File: src/rdf_pkg.sv
// Package with the beat types, mode codes, character constants and state type of the formatter.
package rdf_pkg;

	// Mode codes carried in the op field.
	localparam logic [1:0] OP_UDEC = 2'd0;
	localparam logic [1:0] OP_SDEC = 2'd1;
	localparam logic [1:0] OP_HEX  = 2'd2;
	localparam logic [1:0] OP_BIN  = 2'd3;

	// ASCII codes used by the formatter.
	localparam logic [6:0] CH_ZERO  = 7'h30;
	localparam logic [6:0] CH_ALPHA = 7'h41;
	localparam logic [6:0] CH_PLUS  = 7'h2B;
	localparam logic [6:0] CH_MINUS = 7'h2D;

	// Digit count limits per base.
	localparam logic [5:0] LIM_DEC = 6'd10;
	localparam logic [5:0] LIM_HEX = 6'd8;
	localparam logic [5:0] LIM_BIN = 6'd32;

	// Width of the digit shift register: ten BCD digits.
	localparam int DIG_W = 40;

	// One request beat.
	typedef struct packed {
		logic [1:0]  op;
		logic [31:0] number;
		logic [5:0]  digit_count;
		logic [2:0]  line;
		logic [4:0]  start_column;
	} rdf_req_t;

	// One character beat.
	typedef struct packed {
		logic [6:0] char_code;
		logic [2:0] line_out;
		logic [5:0] column_out;
		logic       last;
	} rdf_rsp_t;

	// Control into the BCD converter.
	typedef struct packed {
		logic        start;
		logic [31:0] value;
	} rdf_dab_ctl_t;

	// Status out of the BCD converter.
	typedef struct packed {
		logic             busy;
		logic [DIG_W-1:0] bcd;
	} rdf_dab_sts_t;

	// Sequencer states.
	typedef enum logic [2:0] {
		ST_IDLE,
		ST_SIGN,
		ST_CONV,
		ST_ALIGN,
		ST_EMIT
	} rdf_state_t;

	// Hex digit to upper-case ASCII.
	function automatic logic [6:0] hex_char(input logic [3:0] d);
		logic [6:0] c;
		if (d < 4'd10) begin
			c = CH_ZERO + {3'b000, d};
		end else begin
			c = CH_ALPHA + {3'b000, d} - 7'd10;
		end
		return c;
	endfunction

endpackage

File: src/radix_digit_formatter_unit.sv
// Top level of the formatter: request capture, digit alignment and character emission.
// Decimal modes run a bit-serial BCD conversion before the digits are aligned and emitted.
// Throughput: one character per cycle while emitting and the output register is free; a new
// number is taken once the last character sits in the output register.
// Reset: arst_n asynchronously clears the sequencer, converter and output valid.
module radix_digit_formatter_unit (
	input  logic              clk,
	input  logic              arst_n,
	input  logic              req_valid,
	output logic              req_ready,
	input  rdf_pkg::rdf_req_t req,
	output logic              rsp_valid,
	input  logic              rsp_ready,
	output rdf_pkg::rdf_rsp_t rsp
);

	rdf_pkg::rdf_state_t       state_q, state_d;
	rdf_pkg::rdf_dab_ctl_t     dab_ctl;
	rdf_pkg::rdf_dab_sts_t     dab_sts;
	rdf_pkg::rdf_rsp_t         rsp_q, emit_data;
	logic                      rsp_valid_q;
	logic                      accept, slot_free, emit, load_bcd, do_shift;
	logic [1:0]                mode_q;
	logic                      neg_q;
	logic [2:0]                line_q;
	logic [5:0]                col_q, cnt_q, skip_q;
	logic [5:0]                limit, cnt_sat;
	logic [rdf_pkg::DIG_W-1:0] dig_q;
	logic [31:0]               mag;
	logic                      is_dec;

	// BCD converter for the decimal modes.
	rdf_dabble u_dabble (
		.clk    (clk),
		.arst_n (arst_n),
		.ctl    (dab_ctl),
		.sts    (dab_sts)
	);

	// Request decode: count saturation and magnitude of signed values.
	always_comb begin
		is_dec = (req.op == rdf_pkg::OP_UDEC) || (req.op == rdf_pkg::OP_SDEC);
		unique case (req.op)
			rdf_pkg::OP_HEX: limit = rdf_pkg::LIM_HEX;
			rdf_pkg::OP_BIN: limit = rdf_pkg::LIM_BIN;
			default:         limit = rdf_pkg::LIM_DEC;
		endcase
		cnt_sat = (req.digit_count > limit) ? limit : req.digit_count;
		if ((req.op == rdf_pkg::OP_SDEC) && req.number[31]) begin
			mag = ~req.number + 32'd1;
		end else begin
			mag = req.number;
		end
	end

	assign req_ready     = (state_q == rdf_pkg::ST_IDLE);
	assign accept        = req_valid && req_ready;
	assign slot_free     = !rsp_valid_q || rsp_ready;
	assign dab_ctl.start = accept && is_dec && (cnt_sat != 6'd0);
	assign dab_ctl.value = mag;

	// Sequencer: next state and the strobes for the datapath.
	always_comb begin
		state_d             = state_q;
		emit                = 1'b0;
		load_bcd            = 1'b0;
		do_shift            = 1'b0;
		emit_data.line_out  = line_q;
		emit_data.column_out = col_q;
		emit_data.char_code = rdf_pkg::hex_char(dig_q[rdf_pkg::DIG_W-1 -: 4]);
		emit_data.last      = (cnt_q == 6'd1);
		if (mode_q == rdf_pkg::OP_BIN) begin
			emit_data.char_code = rdf_pkg::CH_ZERO + {6'd0, dig_q[rdf_pkg::DIG_W-1]};
		end
		unique case (state_q)
			rdf_pkg::ST_IDLE: begin
				if (req_valid) begin
					if (req.op == rdf_pkg::OP_SDEC) begin
						state_d = rdf_pkg::ST_SIGN;
					end else if (cnt_sat == 6'd0) begin
						state_d = rdf_pkg::ST_IDLE;
					end else if (is_dec) begin
						state_d = rdf_pkg::ST_CONV;
					end else begin
						state_d = rdf_pkg::ST_ALIGN;
					end
				end
			end
			rdf_pkg::ST_SIGN: begin
				emit_data.char_code = neg_q ? rdf_pkg::CH_MINUS : rdf_pkg::CH_PLUS;
				emit_data.last      = (cnt_q == 6'd0);
				if (slot_free) begin
					emit    = 1'b1;
					state_d = (cnt_q == 6'd0) ? rdf_pkg::ST_IDLE : rdf_pkg::ST_CONV;
				end
			end
			rdf_pkg::ST_CONV: begin
				if (!dab_sts.busy) begin
					load_bcd = 1'b1;
					state_d  = rdf_pkg::ST_ALIGN;
				end
			end
			rdf_pkg::ST_ALIGN: begin
				if (skip_q == 6'd0) begin
					state_d = rdf_pkg::ST_EMIT;
				end else begin
					do_shift = 1'b1;
				end
			end
			rdf_pkg::ST_EMIT: begin
				if (slot_free) begin
					emit     = 1'b1;
					do_shift = 1'b1;
					if (cnt_q == 6'd1) begin
						state_d = rdf_pkg::ST_IDLE;
					end
				end
			end
			default: state_d = rdf_pkg::ST_IDLE;
		endcase
	end

	// State register and output valid.
	always_ff @(posedge clk or negedge arst_n) begin
		if (!arst_n) begin
			state_q     <= rdf_pkg::ST_IDLE;
			rsp_valid_q <= 1'b0;
		end else begin
			state_q <= state_d;
			if (emit) begin
				rsp_valid_q <= 1'b1;
			end else if (rsp_ready) begin
				rsp_valid_q <= 1'b0;
			end
		end
	end

	// Item fields, digit shift register and counters.
	always_ff @(posedge clk) begin
		if (accept) begin
			mode_q <= req.op;
			neg_q  <= req.number[31];
			line_q <= req.line;
			col_q  <= {1'b0, req.start_column};
			cnt_q  <= cnt_sat;
			skip_q <= limit - cnt_sat;
			dig_q  <= {req.number, 8'd0};
		end else begin
			if (load_bcd) begin
				dig_q <= dab_sts.bcd;
			end else if (do_shift) begin
				if (mode_q == rdf_pkg::OP_BIN) begin
					dig_q <= {dig_q[rdf_pkg::DIG_W-2:0], 1'b0};
				end else begin
					dig_q <= {dig_q[rdf_pkg::DIG_W-5:0], 4'd0};
				end
			end
			if (state_q == rdf_pkg::ST_ALIGN && do_shift) begin
				skip_q <= skip_q - 6'd1;
			end
			if (emit) begin
				col_q <= col_q + 6'd1;
				if (state_q == rdf_pkg::ST_EMIT) begin
					cnt_q <= cnt_q - 6'd1;
				end
			end
		end
	end

	// Output register.
	always_ff @(posedge clk) begin
		if (emit) begin
			rsp_q <= emit_data;
		end
	end

	assign rsp_valid = rsp_valid_q;
	assign rsp       = rsp_q;

endmodule

File: src/rdf_dabble.sv
// Bit-serial binary to BCD converter using the shift-and-add-three method.
module rdf_dabble (
	input  logic                  clk,
	input  logic                  arst_n,
	input  rdf_pkg::rdf_dab_ctl_t ctl,
	output rdf_pkg::rdf_dab_sts_t sts
);

	logic                      busy_q;
	logic [4:0]                cnt_q;
	logic [31:0]               bin_q;
	logic [rdf_pkg::DIG_W-1:0] bcd_q;
	logic [rdf_pkg::DIG_W-1:0] adj;

	// Add three to every BCD digit that is five or more before the shift.
	always_comb begin
		for (int i = 0; i < rdf_pkg::DIG_W / 4; i++) begin
			if (bcd_q[i*4 +: 4] >= 4'd5) begin
				adj[i*4 +: 4] = bcd_q[i*4 +: 4] + 4'd3;
			end else begin
				adj[i*4 +: 4] = bcd_q[i*4 +: 4];
			end
		end
	end

	// Busy flag and bit counter: the counter runs down from 31 to zero, one shift per bit.
	always_ff @(posedge clk or negedge arst_n) begin
		if (!arst_n) begin
			busy_q <= 1'b0;
			cnt_q  <= '0;
		end else if (ctl.start) begin
			busy_q <= 1'b1;
			cnt_q  <= 5'd31;
		end else if (busy_q) begin
			cnt_q <= cnt_q - 5'd1;
			if (cnt_q == 5'd0) begin
				busy_q <= 1'b0;
			end
		end
	end

	// Shift one bit of the binary value into the BCD register per cycle.
	always_ff @(posedge clk) begin
		if (ctl.start) begin
			bin_q <= ctl.value;
			bcd_q <= '0;
		end else if (busy_q) begin
			bin_q <= {bin_q[30:0], 1'b0};
			bcd_q <= {adj[rdf_pkg::DIG_W-2:0], bin_q[31]};
		end
	end

	assign sts.busy = busy_q;
	assign sts.bcd  = bcd_q;

endmodule

File: config.mk
export PLATFORM = sky130hd
export DESIGN_NAME = radix_digit_formatter_unit
export DESIGN_NICKNAME = d
export VERILOG_FILES = /design/src/rdf_pkg.sv /design/src/radix_digit_formatter_unit.sv /design/src/rdf_dabble.sv
export SDC_FILE = /design/constraint.sdc
export NUM_CORES = 1
export LEC_CHECK = 0
export ABC_CLOCK_PERIOD_IN_PS = 2800
export BUFFER_PORTS_ARGS = -buffer_cell sky130_fd_sc_hd__buf_2
export CORE_UTILIZATION = 55
export CTS_CLUSTER_SIZE = 10
export DETAILED_ROUTE_END_ITERATION = 7
export GPL_TIMING_DRIVEN = 0
export MAX_ROUTING_LAYER = met4
export PLACE_DENSITY = 0.79
export REMOVE_ABC_BUFFERS = 1
export SETUP_SLACK_MARGIN = 0.05
export SLEW_MARGIN = 25
export SYNTH_ARGS = -nofsm -noshare
export SYNTH_HDL_FRONTEND = slang
export SYNTH_SLANG_ARGS = --single-unit
File: constraint.sdc
create_clock -name clk -period 2.8 [get_ports clk]
set_input_delay 0.42 -clock clk [delete_from_list [all_inputs] [get_ports clk]]
set_output_delay 0.42 -clock clk [all_outputs]
set_load 0.01 [all_outputs]
### Word level (Yosys, flattened, before mapping)

Cells that the tools add are included.

* output and inout bits: 19
* logic and storage cells: 147
* input port bits: 52
* flip-flop bits (word level): 163

* equality and inequality tests: 15
* add/sub/neg operators: 20
* $lt $le $gt $ge: 12
* reductions and logical operators: 25
* mux-type cells: 55
* bitwise gates (word level): 1

Operators by type and width (number)
* $mux W40: 4
* $mux W32: 3
* $ge A4 B3 Y1 const B: 10
* $add A4 B2 Y4 const B: 9
* $mux W4: 9
* $mux W6: 6
* $add A32 B1 Y32 const B: 1
* $not A32 Y32: 1
* $mux W3: 8
* $mux W7: 3
* $mux W5: 4
* $logic_not A6 Y1: 3
* $pmux W3 S5: 1
* $mux W1: 12
* $ne A2 B2 Y1 const B: 6
* $pmux W6 S2: 1
* $reduce_bool A2 Y1: 6
* $sub A6 B1 Y6 const B: 2
* $add A6 B1 Y7 const A: 1
* $add A6 B4 Y7 const A: 1
* $add A7 B4 Y7 const A: 1
* $sub A7 B4 Y7 const B: 1
* $add A6 B1 Y6 const B: 1
* $eq A2 B2 Y1 const B: 3
* other kinds (23): 31

### Depth between registers and ports, before layout

Gate-level depths: netlist (run 1).

* depth after elaboration: 9
* mapped depth: 14

### Modules after synthesis

A second synthesis (run 1) with hierarchy kept.

* cell total of the unflattened synthesis: 1047
* area, all modules: 9629.2 µm²

Modules (own cells, without submodules)
* radix_digit_formatter_unit: area an instance 5534.1 µm², times used 1, cells an instance 646
* rdf_dabble: area an instance 4095.2 µm², times used 1, cells an instance 401

### Worst setup path before layout (run 1)

OpenSTA, ideal clock, no wires.

* kind: input -> register
* start point: input port req[47] (netlist name)
* end point: register u_dabble.bin_q[0] (enable)
* stages: 12
* data required time: 2425 ps
* library setup time: 375 ps
* path buffers: 3
* slack: -1040 ps
* arrival time: 3465 ps
* cells stage by stage: buf_2 and2_1 clkbuf_1 inv_1 ha_1 nand2b_1 a311o_1 a21oi_2 o2bb2ai_1 a311oi_4 buf_4 or2_2

* cells in the longest elaborated chain, start to end: 7
* elaborated cells on any way between the ends: 12

RTL lines
* start: declaration: line radix_digit_formatter_unit.sv:11 `input rdf_pkg::rdf_req_t req,`
* $eq A2 B2 Y1: line radix_digit_formatter_unit.sv:43 `unique case (req.op)`
* $pmux W6 S2: line radix_digit_formatter_unit.sv:43
* $gt A6 B6 Y1: line radix_digit_formatter_unit.sv:48 `cnt_sat = (req.digit_count > limit) ? limit : req.digit_count;`
* $mux W6: line radix_digit_formatter_unit.sv:48
* $reduce_bool A6 Y1: line radix_digit_formatter_unit.sv:59 `assign dab_ctl.start = accept && is_dec && (cnt_sat != 6'd0);`
* $logic_and A1 B1 Y1 (*): line radix_digit_formatter_unit.sv:59
* $reduce_bool A2 Y1 (no line) (*)
* end signal: assignment: line rdf_dabble.sv:45 `bin_q <= ctl.value;`
* end signal: assignment: line rdf_dabble.sv:48 `bin_q <= {bin_q[30:0], 1'b0};`
* end: declaration: line rdf_dabble.sv:11 `logic [31:0] bin_q;`

Every way passes the cells marked *; elsewhere a longest branch is shown, timed or not.
A chain may end at the register's enable or synchronous reset.

### Worst setup path after layout (run 1)

* start point: input port req[47] (netlist name)
* end point: register u_dabble.bin_q[12], data pin

* cells in the longest elaborated chain, start to end: 7
* elaborated cells on any way between the ends: 14

RTL lines
* $eq A2 B2 Y1: line radix_digit_formatter_unit.sv:43
* $pmux W6 S2: line radix_digit_formatter_unit.sv:43
* $gt A6 B6 Y1: line radix_digit_formatter_unit.sv:48
* $mux W6: line radix_digit_formatter_unit.sv:48
* $reduce_bool A6 Y1: line radix_digit_formatter_unit.sv:59
* $logic_and A1 B1 Y1: line radix_digit_formatter_unit.sv:59
* $mux W32 (*): line rdf_dabble.sv:44 `if (ctl.start) begin`

Marked as above.

==> results.md, run 1 <==
- Outcome: finished with violations
- Failing checks: setup timing
- Top Ports: 71
- Crit Path Class: primary input to flip-flop
- Die Y: 133 um
- Worst-Skew Late Latency: 0.43 ns
- WL per Instance: 17.7 um
- GR Util All Layers: 26.3%
- CTS max path bufs: 2
- Least-Margin Pin Slew: 0.923 ns
- Root Buffer: clkbuf_16
- R2r setup slk: 0.08 ns
- Fraction of registers with async set/reset: 6.13%
- First-pass GRT wire length: 35.9 mm
- Dpl cell area: 0.00991 mm2
- Commonest cells after routing, fill and taps aside: nand2_1, a21oi_1, edfxtp_1
- Final Non-Filler Cells: 1,335
- Worst path bufs/invs: 4
- Max-cap violations: 0
- Placed insts: 1,261
- Mapped Area: 0.00938 mm2
- Multi-input logic area: 0.00493 mm2
- Distinct cells, synth: 61
- Post-layout nets: 1,188
- Initial Util: 56.3%
- Arrival @ worst endpoint: 3.10 ns
- Syn Inst Count: 1,017
- Place WS: -1.77 ns
- Number of flops mapped to enable cells by yosys: 104
- Pre-Repair DR Iteration Count: 6
- Total chip power: 12.2 mW
- Setup crit end kind: flip-flop
- Register area share after synthesis: 46.4%
- Final setup viols: 66
- Worst Setup Start Kind: primary input
- Critical R2R Launch: u_dabble.busy_q
- Core Area: 0.0166 mm2
- Worst reg2reg path depth: 6
- Hold Path Cell Cnt: 1
- Critical Path Stages: 12
- Dpl hpwl: 13.7 mm
- Max Freq: 0.342 GHz
- Layout area overhead: 21.1%
- DRC errors left: 0
- Grt ovf: 0
- VDD IR max: 0.595 mV
- Fin crit share: 104%
- Slowest CP cell: a311o_1
- Synth warn: 0
- RSZ-0062 raised after global routing: true
- Crit path max-delay family: compound AO/OA/AOI/OAI gates
- Commonest non-fill, non-tap cell in the layout: nand2_1
- N_diodes: 0
- Final Hold Fails: 0
- Seq cells post-synth: 163
- Routability cong.: 0.892
- Die area: 0.0176 mm2
- TNS Setup: -4.86 ns
- CTS tree: built
- Critical path fanouts, max: 7
- Ys flop type: edfxtp_1
- Worst-path cell chain: buf_12 > and2_4 > clkinvlp_4 > ha_4 > nand2b_4 > a311o_1 > a21oi_4 > o2bb2ai_4 > a311oi_4 > buf_6 > buf_12 > mux2_4
- Die Wd: 133 um
- CTS Sinks: 163
- Reg clk slew, reported paths: 0.06 ns
- Slew Limit Fails: 0
- Fillcell total: 1,160
- Clk_skew: 0.0129 ns
- Vias: 8,031
- Post-route setup slack: -0.124 ns
- Final core occ: 68.3%
- Fin crit period: 2.92 ns
- Pwr dens: 1070 mW/mm2
- H-tree Lvls: 4
- Final hold slack: 0.161 ns
- Total CTS buffers: 17
- CP peak stage delay: 0.43 ns
- Critical Path RT: 2.98 ns
- Static Leak: 4.41 nW
- Cell mode on critical path: buf_12
- Largest net degree at the start of global routing: 74
- Vias per std cell: 6.02
- Layout cells sized above 1: 20.9%
- Final instance area: 0.0114 mm2
- CP endpoint: u_dabble.bin_q[12]
- Initial antenna violation count: 0
- Std-Cell Rows: 47
- Seq. cell area: 0.00436 mm2
- Worst slew margin: 37.8%
- Initial DRC Count: 730
- Final ANT Viol Nets: 0
- Number of buffers inserted by port buffering: 70
- Vias in the first global route: 7,339
- Syn_area_per_cell: 9.22 um2
- Crit Reg-Reg Endpoint: dig_q[27]
- Crit. Startpoint: req[47]
- Worst Hold Class: primary input to flip-flop
- Post-Route WL: 23.6 mm
what timing repair did:
action                                 4_1_cts  5_1_grt
buffers inserted                            27        9
pin swaps                                   12       14
gates cloned                                 4        2
resized for setup                           51       52
setup endpoints to repair                  160      105
hold buffers                                 1        0
endpoints found under the hold margin       10        0
synthesized netlist by cell type (10+ instances only):
cell type,number,share of area [%]
a211oi_1,14,1.1
a21oi_1,115,6.1
clkbuf_1,38,1.5
dfrtp_1,10,2.7
dfxtp_1,49,10
edfxtp_1,104,33
ha_1,33,4.4
inv_1,42,1.7
mux2_2,32,3.8
nand2_1,164,6.6
nand2b_1,20,1.3
nand3_1,20,1.1
nor2_1,67,2.7
nor3_1,22,1.2
o211ai_1,12,0.96
o21ai_0,93,5.0
xnor2_1,39,3.6
xor2_1,28,2.6
sequential cells by signal (all words and copies together), names as in the netlist:
| signal | flops |
|---|---|
| dig_q | 40 |
| u_dabble.busy_q | 1 |
| rsp | 17 |
| u_dabble.cnt_q | 5 |
| state_q | 3 |
| skip_q | 6 |
| neg_q | 1 |
| col_q | 6 |
| u_dabble.bcd_q | 40 |
| rsp_valid | 1 |
| mode_q | 2 |
| u_dabble.bin_q | 32 |
| line_q | 3 |
| cnt_q | 6 |
report_power, final:
| part | total, mW | internal [mW] | switching (mW) |
|---|---|---|---|
| sequential | 4.90 | 4.03 | 0.866 |
| combinational | 4.86 | 2.18 | 2.68 |
| clock | 2.45 | 1.44 | 1.01 |
worst min-delay path by stage:
stage | slack, ns | endpoint | startpoint
after floorplan | 0.12 | rsp_valid | arst_n
after global placement | 0.30 | rsp_valid | arst_n
after detailed placement | 0.31 | rsp_valid | arst_n
after CTS | 0.15 | line_q[1] | req[6]
after global routing | 0.15 | line_q[1] | req[6]
final | 0.16 | line_q[1] | req[6]
cell families after synthesis:
| logic type | share of synthesized area (%) |
|---|---|
| adders and majority gates | 4.62 |
| DFF | 46.4 |
| muxes | 4.27 |
| AOI/OAI and AO/OA | 17.6 |
| and+or+nand+nor | 16.4 |
| xor gates and xnor gates | 6.26 |
| buffers and inverters | 4.40 |
layout make-up:
cell class / count / area share [%]
flip-flops and latches: 163 / 38.4
clock inverters: 14 / 1.56
well taps: 220 / 2.42
inverters: 42 / 1.60
multi-input cells: 759 / 43.4
repair buffers: 119 / 8.74
clock buffers: 18 / 3.87
per-layer routing:
metal,part of all wire (%),vias to the layer above,GRT usage (%)
met4,2.5,0,9.58
met5,0,-,-
li1,-,3785,-
met3,5.5,58,4.75
met2,50,317,42.9
met1,42,3871,32.8
Note: power is estimated with default switching activity, not from simulation.
==> run 2: changes to the inputs <==
- CORE_UTILIZATION: 55 -> 35
- PLACE_DENSITY: 0.79 -> 0.55
==> run 2 against run 1 <==
Against the previous run:
- the run ends with DRC, setup timing left
- first-iteration DRC count shrank 37%
- largest power group unchanged
- maximum frequency is essentially flat
- critical path depth grew 2
- largest cell class unchanged
- die area grew 56%
- sequential power shrank 2%
==> results.md, run 2 (synthesis results as in run 1) <==
- Static Leak: 4.35 nW (-1.5%)
- Root Buffer: clkbuf_16
- Largest net degree at the start of global routing: 59 (-20%)
- Clk_skew: 0.0141 ns (+0.00121 ns)
- R2r setup slk: 0.28 ns (+0.20 ns)
- Die Wd: 166 um (+25%)
- Worst-Skew Late Latency: 0.43 ns (about the same)
- Total CTS buffers: 17 (unchanged)
- Total chip power: 11.9 mW (-2.6%)
- Cell mode on critical path: buf_12
- WL per Instance: 15.9 um (-10%)
- Critical R2R Launch: skip_q[2]
- Final ANT Viol Nets: 0 (unchanged)
- Critical path fanouts, max: 7 (unchanged)
- Final Non-Filler Cells: 1,445 (+8.2%)
- Initial DRC Count: 457 (-37%)
- Failing checks: DRC, setup timing
- Critical Path RT: 2.99 ns (about the same)
- H-tree Lvls: 4 (unchanged)
- First-pass GRT wire length: 37.7 mm (+4.9%)
- Biggest regs: dig_q (40), u_dabble.bcd_q (40), u_dabble.bin_q (32)
- Fin crit period: 2.92 ns (-0.00204 ns)
- Slew Limit Fails: 0 (unchanged)
- CP endpoint: u_dabble.bin_q[7]
- Layout cells sized above 1: 20.3% (-0.63 points)
- Std-Cell Rows: 59 (+26%)
- Slowest CP cell: nor4b_4
- GR Util All Layers: 17.5% (-8.8 points)
- Initial Util: 35.8% (-21 points)
- CTS max path bufs: 2 (unchanged)
- Crit Path Class: primary input to flip-flop
- Worst-path cell chain: buf_4 > and2_4 > clkinvlp_4 > ha_4 > nand2b_4 > nor4b_4 > a21oi_4 > o21a_4 > a311oi_4 > buf_6 > buf_12 > buf_12 > buf_12 > mux2_4
- Arrival @ worst endpoint: 3.12 ns (+0.02 ns)
- Final core occ: 43.4% (-25 points)
- Post-route setup slack: -0.122 ns (+0.00204 ns)
- Crit Reg-Reg Endpoint: dig_q[21]
- DRC errors left: 12 (+12)
- Commonest cells after routing, fill and taps aside: nand2_1, a21oi_1, edfxtp_1
- TNS Setup: -2.00 ns (+2.86 ns)
- CP peak stage delay: 0.39 ns (-0.04 ns)
- Max Freq: 0.342 GHz (about the same)
- Final hold slack: 0.162 ns (+0.000640 ns)
- Vias per std cell: 5.20 (-14%)
- Outcome: finished with violations
- Post-layout nets: 1,183 (-0.42%)
- N_diodes: 0 (unchanged)
- Grt ovf: 0 (unchanged)
- Final setup viols: 54 (-18%)
- Pwr dens: 1040 mW/mm2 (-2.8%)
- Place WS: -1.74 ns (+0.0239 ns)
- Pre-Repair DR Iteration Count: 7 (+1)
- Reg clk slew, reported paths: 0.08 ns (+0.02 ns)
- Core Area: 0.0262 mm2 (+57%)
- Final instance area: 0.0114 mm2 (+0.23%)
- Number of buffers inserted by port buffering: 70 (unchanged)
- Post-Route WL: 22.9 mm (-2.7%)
- Worst reg2reg path depth: 6 (unchanged)
- Least-Margin Pin Slew: 0.884 ns (-0.0396 ns)
- Worst Hold Class: primary input to flip-flop
- Dpl hpwl: 14.9 mm (+9.0%)
- VDD IR max: 0.453 mV (-24%)
- Vias: 7,516 (-6.4%)
- Top Ports: 71 (unchanged)
- Die Y: 166 um (+25%)
- CTS Sinks: 163 (unchanged)
- Worst slew margin: 40.5% (+2.7 points)
- Setup crit end kind: flip-flop
- Dpl cell area: 0.0101 mm2 (+2.1%)
- Fin crit share: 104% (about the same)
- Crit. Startpoint: req[46]
- Initial antenna violation count: 0 (unchanged)
- Final Hold Fails: 0 (unchanged)
- CTS tree: built
- Commonest non-fill, non-tap cell in the layout: nand2_1
- Layout area overhead: 21.4%
- Placed insts: 1,379 (+9.4%)
- Worst Setup Start Kind: primary input
- RSZ-0062 raised after global routing: true
- Vias in the first global route: 7,224 (-1.6%)
- Routability cong.: 0.776 (-13%)
- Die area: 0.0275 mm2 (+56%)
- Max-cap violations: 0 (unchanged)
==> run 2: cell count changes in the layout (fill, tap and decap cells not counted), sizes merged <==
cell | previous run | this run
and3 | 5 | 6
clkbuf | 20 | 18
clkinvlp | 4 | 2
inv | 44 | 49
buf | 116 | 110
clkinv | 5 | 6
bufinv | 3 | 0
or2 | 7 | 8
==> run 2: report_power, final <==
group / internal, mW / switching [mW]
clock: 1.23 / 1.20
sequential: 4.02 / 0.784
combinational: 2.09 / 2.57
total: 7.34 / 4.55
==> run 2: repair_timing <==
item / CTS / global route
hold buffers: 1 / 0
hold endpoints to repair: 10 / 0
resized for setup: 51 / 34
buffers inserted: 23 / 8
setup endpoints to repair: 182 / 95
cloned: 5 / 1
pin swaps: 18 / 11
==> run 2: cell type report <==
class                      count  area, um2
clock buffer                  17        425
fill                        2475      14800
tap                          335        419
inverter                      42        173
multi-input combinational    761       4920
sequential                   163       4360
clock inverter                15        194
timing repair buffer         112        900
==> run 2: critical path, delay by kind of cell <==
kind	cells	cell delay, ns
and+or+nand+nor	3	0.63
muxes	1	0.31
AOI/OAI and AO/OA	3	0.67
adders and majority gates	1	0.31
buffers and inverters	6	0.75
==> run 2: worst min-delay path by stage <==
stage            from                end  slack (ns)  cells after the start
6_report       req[6]          line_q[1]        0.16                      1
5_1_grt        req[5]          line_q[0]        0.15                      1
4_1_cts        req[6]          line_q[1]        0.15                      1
3_5_place_dp   arst_n  u_dabble.cnt_q[0]        0.32                      1
3_3_place_gp   arst_n         state_q[2]        0.32                      1
2_1_floorplan  arst_n          rsp_valid        0.12                      0
==> run 2: routing by layer <==
layer	vias up	track usage, %	part of all wire [%]
li1	3773	-	-
met1	3573	23.7	49
met2	149	27.0	46
met3	21	2.72	3.9
met4	0	5.08	1.3
met5	-	-	0
